## src/rtl/core/tsq_pkg.sv

```systemverilog
// shared types and constants for the touch sample calibrate queue
package tsq_pkg;

   // calibration arithmetic
   localparam int RAW_W     = 10;
   localparam int VAL_W     = 16;
   localparam int TICK_W    = 16;
   localparam int PROD_W    = 27;
   localparam int CAL_SHIFT = 10;
   localparam int CAL_ONE   = 1024;

   // command queue between front and back
   localparam int FIFO_DEPTH = 4;
   localparam int FIFO_PTR_W = 2;
   localparam int FIFO_CNT_W = 3;

   // csr port
   localparam int CSR_IDX_W  = 3;
   localparam int CSR_DATA_W = 30;

   localparam logic [CSR_IDX_W-1:0] CSR_PRESSURE_SCALE  = 3'd0;
   localparam logic [CSR_IDX_W-1:0] CSR_X_SCALE         = 3'd1;
   localparam logic [CSR_IDX_W-1:0] CSR_Y_SCALE         = 3'd2;
   localparam logic [CSR_IDX_W-1:0] CSR_PRESSURE_OFFSET = 3'd3;
   localparam logic [CSR_IDX_W-1:0] CSR_X_ADJUST        = 3'd4;
   localparam logic [CSR_IDX_W-1:0] CSR_Y_ADJUST        = 3'd5;
   localparam logic [CSR_IDX_W-1:0] CSR_THRESHOLDS      = 3'd6;
   localparam logic [CSR_IDX_W-1:0] CSR_REPEAT_WINDOW   = 3'd7;

   typedef enum logic [1:0] {
      KIND_SAMPLE = 2'd0,
      KIND_TICK   = 2'd1,
      KIND_POP    = 2'd2
   } kind_type;

   typedef enum logic [2:0] {
      STATUS_STORED      = 3'd0,
      STATUS_STORED_DROP = 3'd1,
      STATUS_DUPLICATE   = 3'd2,
      STATUS_POPPED      = 3'd3,
      STATUS_POP_EMPTY   = 3'd4,
      STATUS_TICK_TAKEN  = 3'd5
   } status_type;

   typedef struct packed {
      logic [VAL_W-1:0] pressure;
      logic [VAL_W-1:0] x;
      logic [VAL_W-1:0] y;
   } sample_type;

   typedef struct packed {
      sample_type        sample;
      logic [TICK_W-1:0] stamp;
   } entry_type;

   typedef struct packed {
      kind_type          kind;
      sample_type        held;
      logic [TICK_W-1:0] tick;
   } cmd_type;

   typedef struct packed {
      logic signed [VAL_W-1:0] pressure_scale;
      logic signed [VAL_W-1:0] x_scale;
      logic signed [VAL_W-1:0] y_scale;
      logic        [VAL_W-1:0] pressure_offset;
      logic        [VAL_W-1:0] x_adjust;
      logic        [VAL_W-1:0] y_adjust;
      logic        [RAW_W-1:0] pressure_thr;
      logic        [RAW_W-1:0] x_thr;
      logic        [RAW_W-1:0] y_thr;
      logic        [TICK_W-1:0] repeat_window;
   } cfg_type;

   typedef struct packed {
      logic                  empty;
      logic [FIFO_CNT_W-1:0] count;
   } fifo_status_type;

endpackage

```

## src/rtl/core/tsq_ram.sv

```systemverilog
// generic single write, single read ram with registered read data
module tsq_ram #(
   parameter int WIDTH = 64,
   parameter int DEPTH = 16,
   localparam int AW = (DEPTH > 1) ? $clog2(DEPTH) : 1
) (
   input  logic             clock,
   input  logic             wr_en,
   input  logic [AW-1:0]    wr_addr,
   input  logic [WIDTH-1:0] wr_data,
   input  logic [AW-1:0]    rd_addr,
   output logic [WIDTH-1:0] rd_data
);

   logic [WIDTH-1:0] mem_ff [DEPTH];
   logic [WIDTH-1:0] rd_data_ff;

   // write port
   always_ff @(posedge clock) begin
      if (wr_en) begin
         mem_ff[wr_addr] <= wr_data;
      end
   end

   // registered read port
   always_ff @(posedge clock) begin
      rd_data_ff <= mem_ff[rd_addr];
   end

   assign rd_data = rd_data_ff;

endmodule

```

## src/rtl/core/tsq_front.sv

```systemverilog
// front end: takes requests, calibrates samples, keeps held sample and tick count
module tsq_front (
   input  logic                     clock,
   input  logic                     reset,
   input  logic                     start,
   output logic                     busy,
   input  logic [1:0]               req_kind,
   input  logic [tsq_pkg::RAW_W-1:0] req_raw_pressure,
   input  logic [tsq_pkg::RAW_W-1:0] req_raw_x,
   input  logic [tsq_pkg::RAW_W-1:0] req_raw_y,
   input  tsq_pkg::cfg_type         cfg,
   input  tsq_pkg::fifo_status_type fifo_status,
   output logic                     push,
   output tsq_pkg::cmd_type         push_cmd
);
   import tsq_pkg::*;

   localparam logic signed [PROD_W-1:0] ROUND_BIAS = PROD_W'(CAL_ONE - 1);

   logic                     accept;
   logic                     s1_valid_ff, s1_valid_in;
   logic [1:0]               s1_kind_ff;
   logic signed [PROD_W-1:0] p_prod_ff, x_prod_ff, y_prod_ff;
   logic                     p_hit_ff, x_hit_ff, y_hit_ff;
   sample_type               held_ff, held_in;
   logic [TICK_W-1:0]        tick_ff, tick_in;

   // divide by 1024 toward zero, add offset, keep low 16 bits
   function automatic logic [VAL_W-1:0] calib(input logic signed [PROD_W-1:0] prod,
                                              input logic [VAL_W-1:0] offset);
      logic signed [PROD_W-1:0] biased;
      logic        [VAL_W-1:0]  q;
      biased = prod + (prod[PROD_W-1] ? ROUND_BIAS : PROD_W'(0));
      q = VAL_W'(biased >>> CAL_SHIFT);
      return q + offset;
   endfunction

   // hold off when the queue could overflow with what is in flight
   always_comb begin
      busy   = (fifo_status.count + FIFO_CNT_W'(s1_valid_ff)) >= FIFO_CNT_W'(FIFO_DEPTH);
      accept = start && !busy;
      s1_valid_in = accept;
   end

   // stage one: products and threshold compares
   always_ff @(posedge clock) begin
      if (reset) begin
         s1_valid_ff <= 1'b0;
      end else begin
         s1_valid_ff <= s1_valid_in;
      end
   end

   always_ff @(posedge clock) begin
      if (accept) begin
         s1_kind_ff <= req_kind;
         p_prod_ff  <= PROD_W'($signed({1'b0, req_raw_pressure}) * cfg.pressure_scale);
         x_prod_ff  <= PROD_W'($signed({1'b0, req_raw_x}) * cfg.x_scale);
         y_prod_ff  <= PROD_W'($signed({1'b0, req_raw_y}) * cfg.y_scale);
         p_hit_ff   <= req_raw_pressure > cfg.pressure_thr;
         x_hit_ff   <= req_raw_x > cfg.x_thr;
         y_hit_ff   <= req_raw_y > cfg.y_thr;
      end
   end

   // stage two: classify, update held sample and tick, push command
   always_comb begin
      held_in  = held_ff;
      tick_in  = tick_ff;
      push     = 1'b0;
      push_cmd.kind = KIND_SAMPLE;
      push_cmd.tick = tick_ff;
      if (s1_valid_ff) begin
         case (s1_kind_ff)
            KIND_SAMPLE: begin
               if (p_hit_ff) begin
                  held_in.pressure = calib(p_prod_ff, cfg.pressure_offset);
               end
               if (x_hit_ff) begin
                  held_in.x = calib(x_prod_ff, cfg.x_adjust);
               end
               if (y_hit_ff) begin
                  held_in.y = calib(y_prod_ff, cfg.y_adjust);
               end
               push = 1'b1;
               push_cmd.kind = KIND_SAMPLE;
            end
            KIND_TICK: begin
               tick_in = tick_ff + 1'b1;
               push = 1'b1;
               push_cmd.kind = KIND_TICK;
            end
            KIND_POP: begin
               push = 1'b1;
               push_cmd.kind = KIND_POP;
            end
            default: begin
               push = 1'b0;
            end
         endcase
      end
      push_cmd.held = held_in;
   end

   always_ff @(posedge clock) begin
      if (reset) begin
         held_ff <= '0;
         tick_ff <= '0;
      end else begin
         held_ff <= held_in;
         tick_ff <= tick_in;
      end
   end

endmodule

```

## src/rtl/core/tsq_cmd_fifo.sv

```systemverilog
// short command queue between front and back
module tsq_cmd_fifo (
   input  logic                     clock,
   input  logic                     reset,
   input  logic                     push,
   input  tsq_pkg::cmd_type         push_cmd,
   input  logic                     pop,
   output tsq_pkg::cmd_type         head,
   output tsq_pkg::fifo_status_type status
);
   import tsq_pkg::*;

   cmd_type               slot_ff [FIFO_DEPTH];
   logic [FIFO_PTR_W-1:0] wptr_ff, wptr_in;
   logic [FIFO_PTR_W-1:0] rptr_ff, rptr_in;
   logic [FIFO_CNT_W-1:0] count_ff, count_in;
   logic                  do_pop;

   // pointer and count update
   always_comb begin
      do_pop   = pop && (count_ff != '0);
      wptr_in  = push ? wptr_ff + 1'b1 : wptr_ff;
      rptr_in  = do_pop ? rptr_ff + 1'b1 : rptr_ff;
      count_in = count_ff + FIFO_CNT_W'(push) - FIFO_CNT_W'(do_pop);
      head     = slot_ff[rptr_ff];
      status.empty = (count_ff == '0);
      status.count = count_ff;
   end

   always_ff @(posedge clock) begin
      if (reset) begin
         wptr_ff  <= '0;
         rptr_ff  <= '0;
         count_ff <= '0;
      end else begin
         wptr_ff  <= wptr_in;
         rptr_ff  <= rptr_in;
         count_ff <= count_in;
      end
   end

   always_ff @(posedge clock) begin
      if (push) begin
         slot_ff[wptr_ff] <= push_cmd;
      end
   end

endmodule

```

## src/rtl/core/tsq_back.sv

```systemverilog
// back end: ring queue in ram, duplicate check, pops and result register
module tsq_back #(
   parameter int QUEUE_DEPTH = 16
) (
   input  logic                      clock,
   input  logic                      reset,
   input  tsq_pkg::cmd_type          head,
   input  tsq_pkg::fifo_status_type  fifo_status,
   output logic                      pop,
   input  logic [tsq_pkg::TICK_W-1:0] repeat_window,
   output logic                      rsp_valid,
   output logic [2:0]                rsp_status,
   output tsq_pkg::sample_type       rsp_sample,
   output logic [3:0]                rsp_queued
);
   import tsq_pkg::*;

   localparam int IW = (QUEUE_DEPTH > 1) ? $clog2(QUEUE_DEPTH) : 1;
   localparam int CW = (IW + 1 > 4) ? IW + 1 : 4;
   localparam int EW = $bits(entry_type);

   typedef enum logic [2:0] {
      B_IDLE  = 3'b001,
      B_CHECK = 3'b010,
      B_POP   = 3'b100
   } bstate_type;

   bstate_type        state_ff, state_in;
   logic [IW-1:0]     wr_ff, wr_in, rd_ff, rd_in;
   cmd_type           cmd_ff, cmd_in;
   logic              ram_we;
   logic [IW-1:0]     ram_waddr, ram_raddr;
   entry_type         ram_wdata, ram_rdata;
   logic [EW-1:0]     ram_rbits;
   logic              emit, dup, is_empty;
   logic [TICK_W-1:0] age;
   status_type        status_in;
   sample_type        sample_in;
   logic              valid_ff;
   status_type        status_ff;
   sample_type        sample_ff;
   logic [3:0]        queued_ff;

   function automatic logic [IW-1:0] inc(input logic [IW-1:0] i);
      return (i == IW'(QUEUE_DEPTH - 1)) ? '0 : i + 1'b1;
   endfunction

   function automatic logic [IW-1:0] dec(input logic [IW-1:0] i);
      return (i == '0) ? IW'(QUEUE_DEPTH - 1) : i - 1'b1;
   endfunction

   // entries held, low four bits
   function automatic logic [3:0] count_low(input logic [IW-1:0] w, input logic [IW-1:0] r);
      logic [CW-1:0] diff;
      diff = CW'(w) - CW'(r);
      if (w < r) begin
         diff = diff + CW'(QUEUE_DEPTH);
      end
      return diff[3:0];
   endfunction

   tsq_ram #(
      .WIDTH (EW),
      .DEPTH (QUEUE_DEPTH)
   ) u_ram (
      .clock   (clock),
      .wr_en   (ram_we),
      .wr_addr (ram_waddr),
      .wr_data (ram_wdata),
      .rd_addr (ram_raddr),
      .rd_data (ram_rbits)
   );

   assign ram_rdata = entry_type'(ram_rbits);

   // sequencer: dispatch from the command queue, then check or pop
   always_comb begin
      state_in  = state_ff;
      wr_in     = wr_ff;
      rd_in     = rd_ff;
      cmd_in    = cmd_ff;
      pop       = 1'b0;
      ram_we    = 1'b0;
      ram_waddr = wr_ff;
      ram_wdata = '{sample: cmd_ff.held, stamp: cmd_ff.tick};
      ram_raddr = rd_ff;
      emit      = 1'b0;
      status_in = STATUS_STORED;
      sample_in = cmd_ff.held;
      is_empty  = (wr_ff == rd_ff);
      age       = cmd_ff.tick - ram_rdata.stamp;
      dup       = 1'b0;
      case (state_ff)
         B_IDLE: begin
            if (!fifo_status.empty) begin
               pop    = 1'b1;
               cmd_in = head;
               case (head.kind)
                  KIND_TICK: begin
                     emit      = 1'b1;
                     status_in = STATUS_TICK_TAKEN;
                     sample_in = head.held;
                  end
                  KIND_POP: begin
                     if (is_empty) begin
                        emit      = 1'b1;
                        status_in = STATUS_POP_EMPTY;
                        sample_in = '0;
                     end else begin
                        ram_raddr = rd_ff;
                        state_in  = B_POP;
                     end
                  end
                  KIND_SAMPLE: begin
                     sample_in = head.held;
                     if (is_empty) begin
                        ram_we    = 1'b1;
                        ram_waddr = wr_ff;
                        ram_wdata = '{sample: head.held, stamp: head.tick};
                        wr_in     = inc(wr_ff);
                        emit      = 1'b1;
                        status_in = STATUS_STORED;
                     end else begin
                        ram_raddr = dec(wr_ff);
                        state_in  = B_CHECK;
                     end
                  end
                  default: begin
                     pop = 1'b1;
                  end
               endcase
            end
         end
         B_CHECK: begin
            dup      = (ram_rdata.sample == cmd_ff.held) && (age < repeat_window);
            emit     = 1'b1;
            state_in = B_IDLE;
            if (dup) begin
               status_in = STATUS_DUPLICATE;
            end else begin
               ram_we = 1'b1;
               wr_in  = inc(wr_ff);
               if (inc(wr_ff) == rd_ff) begin
                  rd_in     = inc(rd_ff);
                  status_in = STATUS_STORED_DROP;
               end else begin
                  status_in = STATUS_STORED;
               end
            end
         end
         B_POP: begin
            emit      = 1'b1;
            status_in = STATUS_POPPED;
            sample_in = ram_rdata.sample;
            rd_in     = inc(rd_ff);
            state_in  = B_IDLE;
         end
         default: begin
            state_in = B_IDLE;
         end
      endcase
   end

   // control state
   always_ff @(posedge clock) begin
      if (reset) begin
         state_ff <= B_IDLE;
         wr_ff    <= '0;
         rd_ff    <= '0;
         valid_ff <= 1'b0;
      end else begin
         state_ff <= state_in;
         wr_ff    <= wr_in;
         rd_ff    <= rd_in;
         valid_ff <= emit;
      end
   end

   // command and result payload
   always_ff @(posedge clock) begin
      cmd_ff <= cmd_in;
      if (emit) begin
         status_ff <= status_in;
         sample_ff <= sample_in;
         queued_ff <= count_low(wr_in, rd_in);
      end
   end

   assign rsp_valid  = valid_ff;
   assign rsp_status = status_ff;
   assign rsp_sample = sample_ff;
   assign rsp_queued = queued_ff;

endmodule

```

## src/rtl/core/touch_sample_calibrate_queue_core.sv

```systemverilog
// top level: csr registers, front end, command queue and back end
// result path (empty command queue): stage one, command queue slot, result register for
// ticks, empty pops, samples into an empty queue; others add the ram check or pop state
// throughput: 1 transaction per cycle unless busy; checked samples and pops add a ram read
// busy rises when the 4-entry command queue cannot take what is in flight
// reset: identity calibration, indices, held sample, ticks cleared; ram kept; no rsp stall
module touch_sample_calibrate_queue_core #(
   parameter int QUEUE_DEPTH = 16
) (
   input  logic                          clock,
   input  logic                          reset,
   input  logic                          start,
   output logic                          busy,
   input  logic [1:0]                    req_kind,
   input  logic [tsq_pkg::RAW_W-1:0]     req_raw_pressure,
   input  logic [tsq_pkg::RAW_W-1:0]     req_raw_x,
   input  logic [tsq_pkg::RAW_W-1:0]     req_raw_y,
   output logic                          rsp_valid,
   output logic [2:0]                    rsp_status,
   output logic [tsq_pkg::VAL_W-1:0]     rsp_out_pressure,
   output logic [tsq_pkg::VAL_W-1:0]     rsp_out_x,
   output logic [tsq_pkg::VAL_W-1:0]     rsp_out_y,
   output logic [3:0]                    rsp_queued,
   input  logic                          csr_we,
   input  logic [tsq_pkg::CSR_IDX_W-1:0] csr_index,
   input  logic [tsq_pkg::CSR_DATA_W-1:0] csr_wdata
);
   import tsq_pkg::*;

   cfg_type         cfg_ff, cfg_in;
   logic            push, fifo_pop;
   cmd_type         push_cmd, fifo_head;
   fifo_status_type fifo_status;
   sample_type      rsp_sample;

   // csr write decode
   always_comb begin
      cfg_in = cfg_ff;
      if (csr_we) begin
         case (csr_index)
            CSR_PRESSURE_SCALE:  cfg_in.pressure_scale  = csr_wdata[VAL_W-1:0];
            CSR_X_SCALE:         cfg_in.x_scale         = csr_wdata[VAL_W-1:0];
            CSR_Y_SCALE:         cfg_in.y_scale         = csr_wdata[VAL_W-1:0];
            CSR_PRESSURE_OFFSET: cfg_in.pressure_offset = csr_wdata[VAL_W-1:0];
            CSR_X_ADJUST:        cfg_in.x_adjust        = csr_wdata[VAL_W-1:0];
            CSR_Y_ADJUST:        cfg_in.y_adjust        = csr_wdata[VAL_W-1:0];
            CSR_THRESHOLDS: begin
               cfg_in.pressure_thr = csr_wdata[RAW_W-1:0];
               cfg_in.x_thr        = csr_wdata[2*RAW_W-1:RAW_W];
               cfg_in.y_thr        = csr_wdata[3*RAW_W-1:2*RAW_W];
            end
            CSR_REPEAT_WINDOW:   cfg_in.repeat_window   = csr_wdata[TICK_W-1:0];
            default: begin
               cfg_in = cfg_ff;
            end
         endcase
      end
   end

   always_ff @(posedge clock) begin
      if (reset) begin
         cfg_ff.pressure_scale  <= VAL_W'(CAL_ONE);
         cfg_ff.x_scale         <= VAL_W'(CAL_ONE);
         cfg_ff.y_scale         <= VAL_W'(CAL_ONE);
         cfg_ff.pressure_offset <= '0;
         cfg_ff.x_adjust        <= '0;
         cfg_ff.y_adjust        <= '0;
         cfg_ff.pressure_thr    <= '0;
         cfg_ff.x_thr           <= '0;
         cfg_ff.y_thr           <= '0;
         cfg_ff.repeat_window   <= TICK_W'(30);
      end else begin
         cfg_ff <= cfg_in;
      end
   end

   tsq_front u_front (
      .clock            (clock),
      .reset            (reset),
      .start            (start),
      .busy             (busy),
      .req_kind         (req_kind),
      .req_raw_pressure (req_raw_pressure),
      .req_raw_x        (req_raw_x),
      .req_raw_y        (req_raw_y),
      .cfg              (cfg_ff),
      .fifo_status      (fifo_status),
      .push             (push),
      .push_cmd         (push_cmd)
   );

   tsq_cmd_fifo u_fifo (
      .clock    (clock),
      .reset    (reset),
      .push     (push),
      .push_cmd (push_cmd),
      .pop      (fifo_pop),
      .head     (fifo_head),
      .status   (fifo_status)
   );

   tsq_back #(
      .QUEUE_DEPTH (QUEUE_DEPTH)
   ) u_back (
      .clock         (clock),
      .reset         (reset),
      .head          (fifo_head),
      .fifo_status   (fifo_status),
      .pop           (fifo_pop),
      .repeat_window (cfg_ff.repeat_window),
      .rsp_valid     (rsp_valid),
      .rsp_status    (rsp_status),
      .rsp_sample    (rsp_sample),
      .rsp_queued    (rsp_queued)
   );

   assign rsp_out_pressure = rsp_sample.pressure;
   assign rsp_out_x        = rsp_sample.x;
   assign rsp_out_y        = rsp_sample.y;

endmodule
```

## config.mk

```make
export PLATFORM = sky130hd
export DESIGN_NAME = touch_sample_calibrate_queue_core
export DESIGN_NICKNAME = d
export VERILOG_FILES = /design/src/rtl/core/tsq_pkg.sv /design/src/rtl/core/tsq_ram.sv /design/src/rtl/core/tsq_front.sv /design/src/rtl/core/tsq_cmd_fifo.sv /design/src/rtl/core/tsq_back.sv /design/src/rtl/core/touch_sample_calibrate_queue_core.sv
export SDC_FILE = /design/constraint.sdc
export NUM_CORES = 2
export LEC_CHECK = 0
export ABC_AREA = 1
export BUFFER_PORTS_ARGS = -buffer_cell sky130_fd_sc_hd__buf_2
export CORE_UTILIZATION = 50
export CTS_CLUSTER_SIZE = 14
export DETAILED_ROUTE_END_ITERATION = 6
export PLACE_DENSITY_LB_ADDON = 0.05
export RECOVER_POWER = 50
export SETUP_SLACK_MARGIN = 0.2
export SLEW_MARGIN = 10
export SYNTH_ARGS = -nofsm -noshare
export SYNTH_HDL_FRONTEND = slang
export SYNTH_SLANG_ARGS = --single-unit
```

## constraint.sdc

```tcl
create_clock -name clock -period 16.3 [get_ports clock]
set_input_delay 0 -clock clock [delete_from_list [all_inputs] [get_ports clock]]
set_output_delay 0 -clock clock [all_outputs]
set_load 0.005 [all_outputs]
```

==> results.cfg <==
[synth]
synth_area_per_cell_um2 = 10.03
synth-seq-cells = 1785
synth.distinct_cells = 49
synthCells = 9463
ys_top_cells_by_area = edfxtp_1, fa_1, nand2_1
synth_common_cells = nand2_1, inv_1, edfxtp_1, nand3_1, a21oi_1
ys_seq_area_frac = 0.5342
ys_async_sr_fraction = 0
syn_area_um2 = 94870
yosysMostFrequentCell = nand2_1
yosysWarnings = 0
syn-num-nets = 10310
synth_top_area_cell = edfxtp_1
synth_edf_count = 1493
synth-main-ff-cell = edfxtp_1
yosysTopAreaCellShare = 0.4726

[placement]
port_buffers = 125
finalWeightedCongestion = 0.9215
dp_slack_ns = 10.15
hpwl_mm = 164.6
dp.cells = 11740
placed_cell_area_um2 = 97910

[clock_network]
clockBufferDepth = 3
numCtsBuffers = 189
cts.clk_slew.worst_paths_ns = 0.06
cts_max_level = 4
cts_num_sinks = 1785
clkLatencyLatePin_ns = 0.84
cts-resized-gates = 0
cts_tree = done
cts-root-buf = clkbuf_16
cts_setup_buffers = 0

[critical_path]
critPathKind = reg -> reg
path_cells = clkbuf_1 -> a21oi_1 -> a32oi_1 -> inv_1 -> ha_1 -> inv_1 -> nor3_1 -> nand2_1 -> clkbuf_1 -> clkbuf_1 -> nand2_1 -> o21ai_0 -> clkbuf_1
cp.arrival_ns = 10.16
critPathRequiredTime_ns = 16.77
path_max_fanout = 73
critPathBufInv = 6
crit_slowest_cell = clkbuf_1
reg2reg_depth = 13
rr_endpoint = u_back.u_ram.mem_ff[9][23]
regToRegSetupSlack_ns = 6.61
endpoint_kind = flop
worstSetupStartpointType = flop
slowest_delay_ns = 2.29
cpMostUsedCell = clkbuf_1
cpLargestDelayFamily = buffers and inverters

[global_routing]
grt_pass1_wl_mm = 394.3
grt_max_degree = 267
top_usage_layer = met2
gr-total-overflow = 0
grt_use_met3 = 0.03128
grt_pass1_vias = 64940
grt_antenna_before_repair = 10
use_met2 = 0.4631
grt_use_total = 0.2714
grt_util_met1 = 0.3571

[drt]
first_pass_iters = 6
drtIter0Drc = 4970
vias = 65900
ant_nets = 0
post-route-drc-count = 0
viasPerCell = 5.420
wl_mm = 259.6
wl_per_cell_um = 21.36

[power_and_ir_drop]
finalPower_mw = 16.31
power_density_nw_per_um2 = 155.8
ir_drop_uv = 161.1
leakage_nw = 45.80

[job]
drv_cap = 20

[die]
row_count = 159
dieArea_um2 = 191500
die_w_um = 437.6
io_pins = 126
start_util = 0.5041
die_y_um = 437.6
coreArea_um2 = 188200

[layout]
utilization = 0.5563
drive_above_1_share = 0.05352
stdcell_count = 12160
area_delta_synth_final_pct = 10.35
design_area_um2 = 104700
nets = 10340

[worst_hold_path]
min_path_cells = 5
worstHoldEndpoint = u_front.y_prod_ff[2]
hold_class = in -> reg
worstHoldStart = req_raw_y[2]

[run_status]
status = finished, violations left
violations = capacitance limit, slew limit

[timing]
relSlewSlack = -1.888
fin_tns_setup_ns = 0
max_freq_ghz = 0.1032
rsz0062_at_grt = no
hold_slack_ns = 0.07523
fin_crit_sh = 0.5945
hold_viol = 0
worst_pin_slew_ns = 4.332
setup_viol = 0
drv_slew = 989
finalCriticalPeriod_ns = 9.691
setup_slack_ns = 6.609
skew_ns = 0.05736
## how the worst max path moves through the flow
stage,startpoint,to,slack (ns),depth (start not counted)
finish,flop,u_back.u_ram.mem_ff[9][23],6.61,13
CTS,u_back.cmd_ff[0],u_back.u_ram.mem_ff[0][41],10.14,22
global placement,u_back.cmd_ff[0],u_back.u_ram.mem_ff[0][41],10.17,22
detailed placement,u_back.cmd_ff[0],u_back.u_ram.mem_ff[0][41],10.15,22
global route,flop,u_back.u_ram.mem_ff[9][23],6.21,13
floorplan,u_back.cmd_ff[0],u_back.u_ram.mem_ff[10][0],10.07,21
## report_power, final
group	total [mW]	internal [mW]	switching, mW
clock network	4.46	2.62	1.84
registers	6.71	6.40	0.314
logic	5.14	1.36	3.78
total	16.3	10.4	5.93
## kinds of logic after synthesis
group	count (synthesis)	share of synthesized area
flip-flops	1785	0.5342
XOR/XNOR	167	0.01542
AO/OA/AOI/OAI	1508	0.09356
AND/OR/NAND/NOR	3190	0.1366
adder cells (fa/ha/maj)	776	0.1372
buffers and inverters	2037	0.08297
## final cells by class
cell class	instances	area, µm²
repair buffers	319	2024
clock inverters	93	1117
fillers	16620	83510
well taps	2495	3122
inverters	1556	5856
clock buffers	266	5358
diodes	3	7.507
flip-flops and latches	1785	50680
multi-input cells	5641	36520
## registers in the layout (all words and copies together), names as in the netlist, 4 cells and up, named ones only
register              flops
u_back.cmd_ff            64
u_back.u_ram.rd_data     64
u_front.y_prod_ff        27
cfg_ff                  142
u_front.x_prod_ff        27
u_back.rsp_queued         4
u_back.u_ram.mem_ff    1024
u_back.rsp_sample        48
u_fifo.slot_ff          264
u_front.held_ff          48
u_front.tick_ff          16
u_front.p_prod_ff        27
u_back.wr_ff              4
## timing repair
item                                   4_1_cts  5_1_grt
setup endpoints to repair                    0        0
endpoints found under the hold margin      217        0
hold buffers                                61        0
## layout by cell type, fill, tap and decap left out, types with 106 or more instances in the layout
cell type,synthesis,layout
o211ai_1,277,277
nor2_1,432,416
inv_1,1547,1544
edfxtp_1,1493,1493
nand2_1,2081,2078
ha_1,335,335
clkbuf_1,294,137
dfxtp_1,292,292
xor2_1,106,106
clkbuf_16,0,193
fa_1,441,441
nand3_1,560,559
a21oi_1,507,507
o21ai_0,418,415
## worst register-to-register path: cells and delay by family (launching register included)
family                     cells  cell delay (ns)
AOI/OAI and AO/OA              3             0.90
adders and majority gates      1             0.27
buffers and inverters          6             6.32
DFF                            1             0.40
and+or+nand+nor                3             1.44
## routing by layer
metal  vias up  routed length, µm  part of all wire
met2      1801             126200              0.49
met3       410              12810             0.049
li1      31400                  -                 -
met5         -                  0                 0
met1     32280             111100              0.43
met4         0               9539             0.037
(Power assumes the default switching activity.)
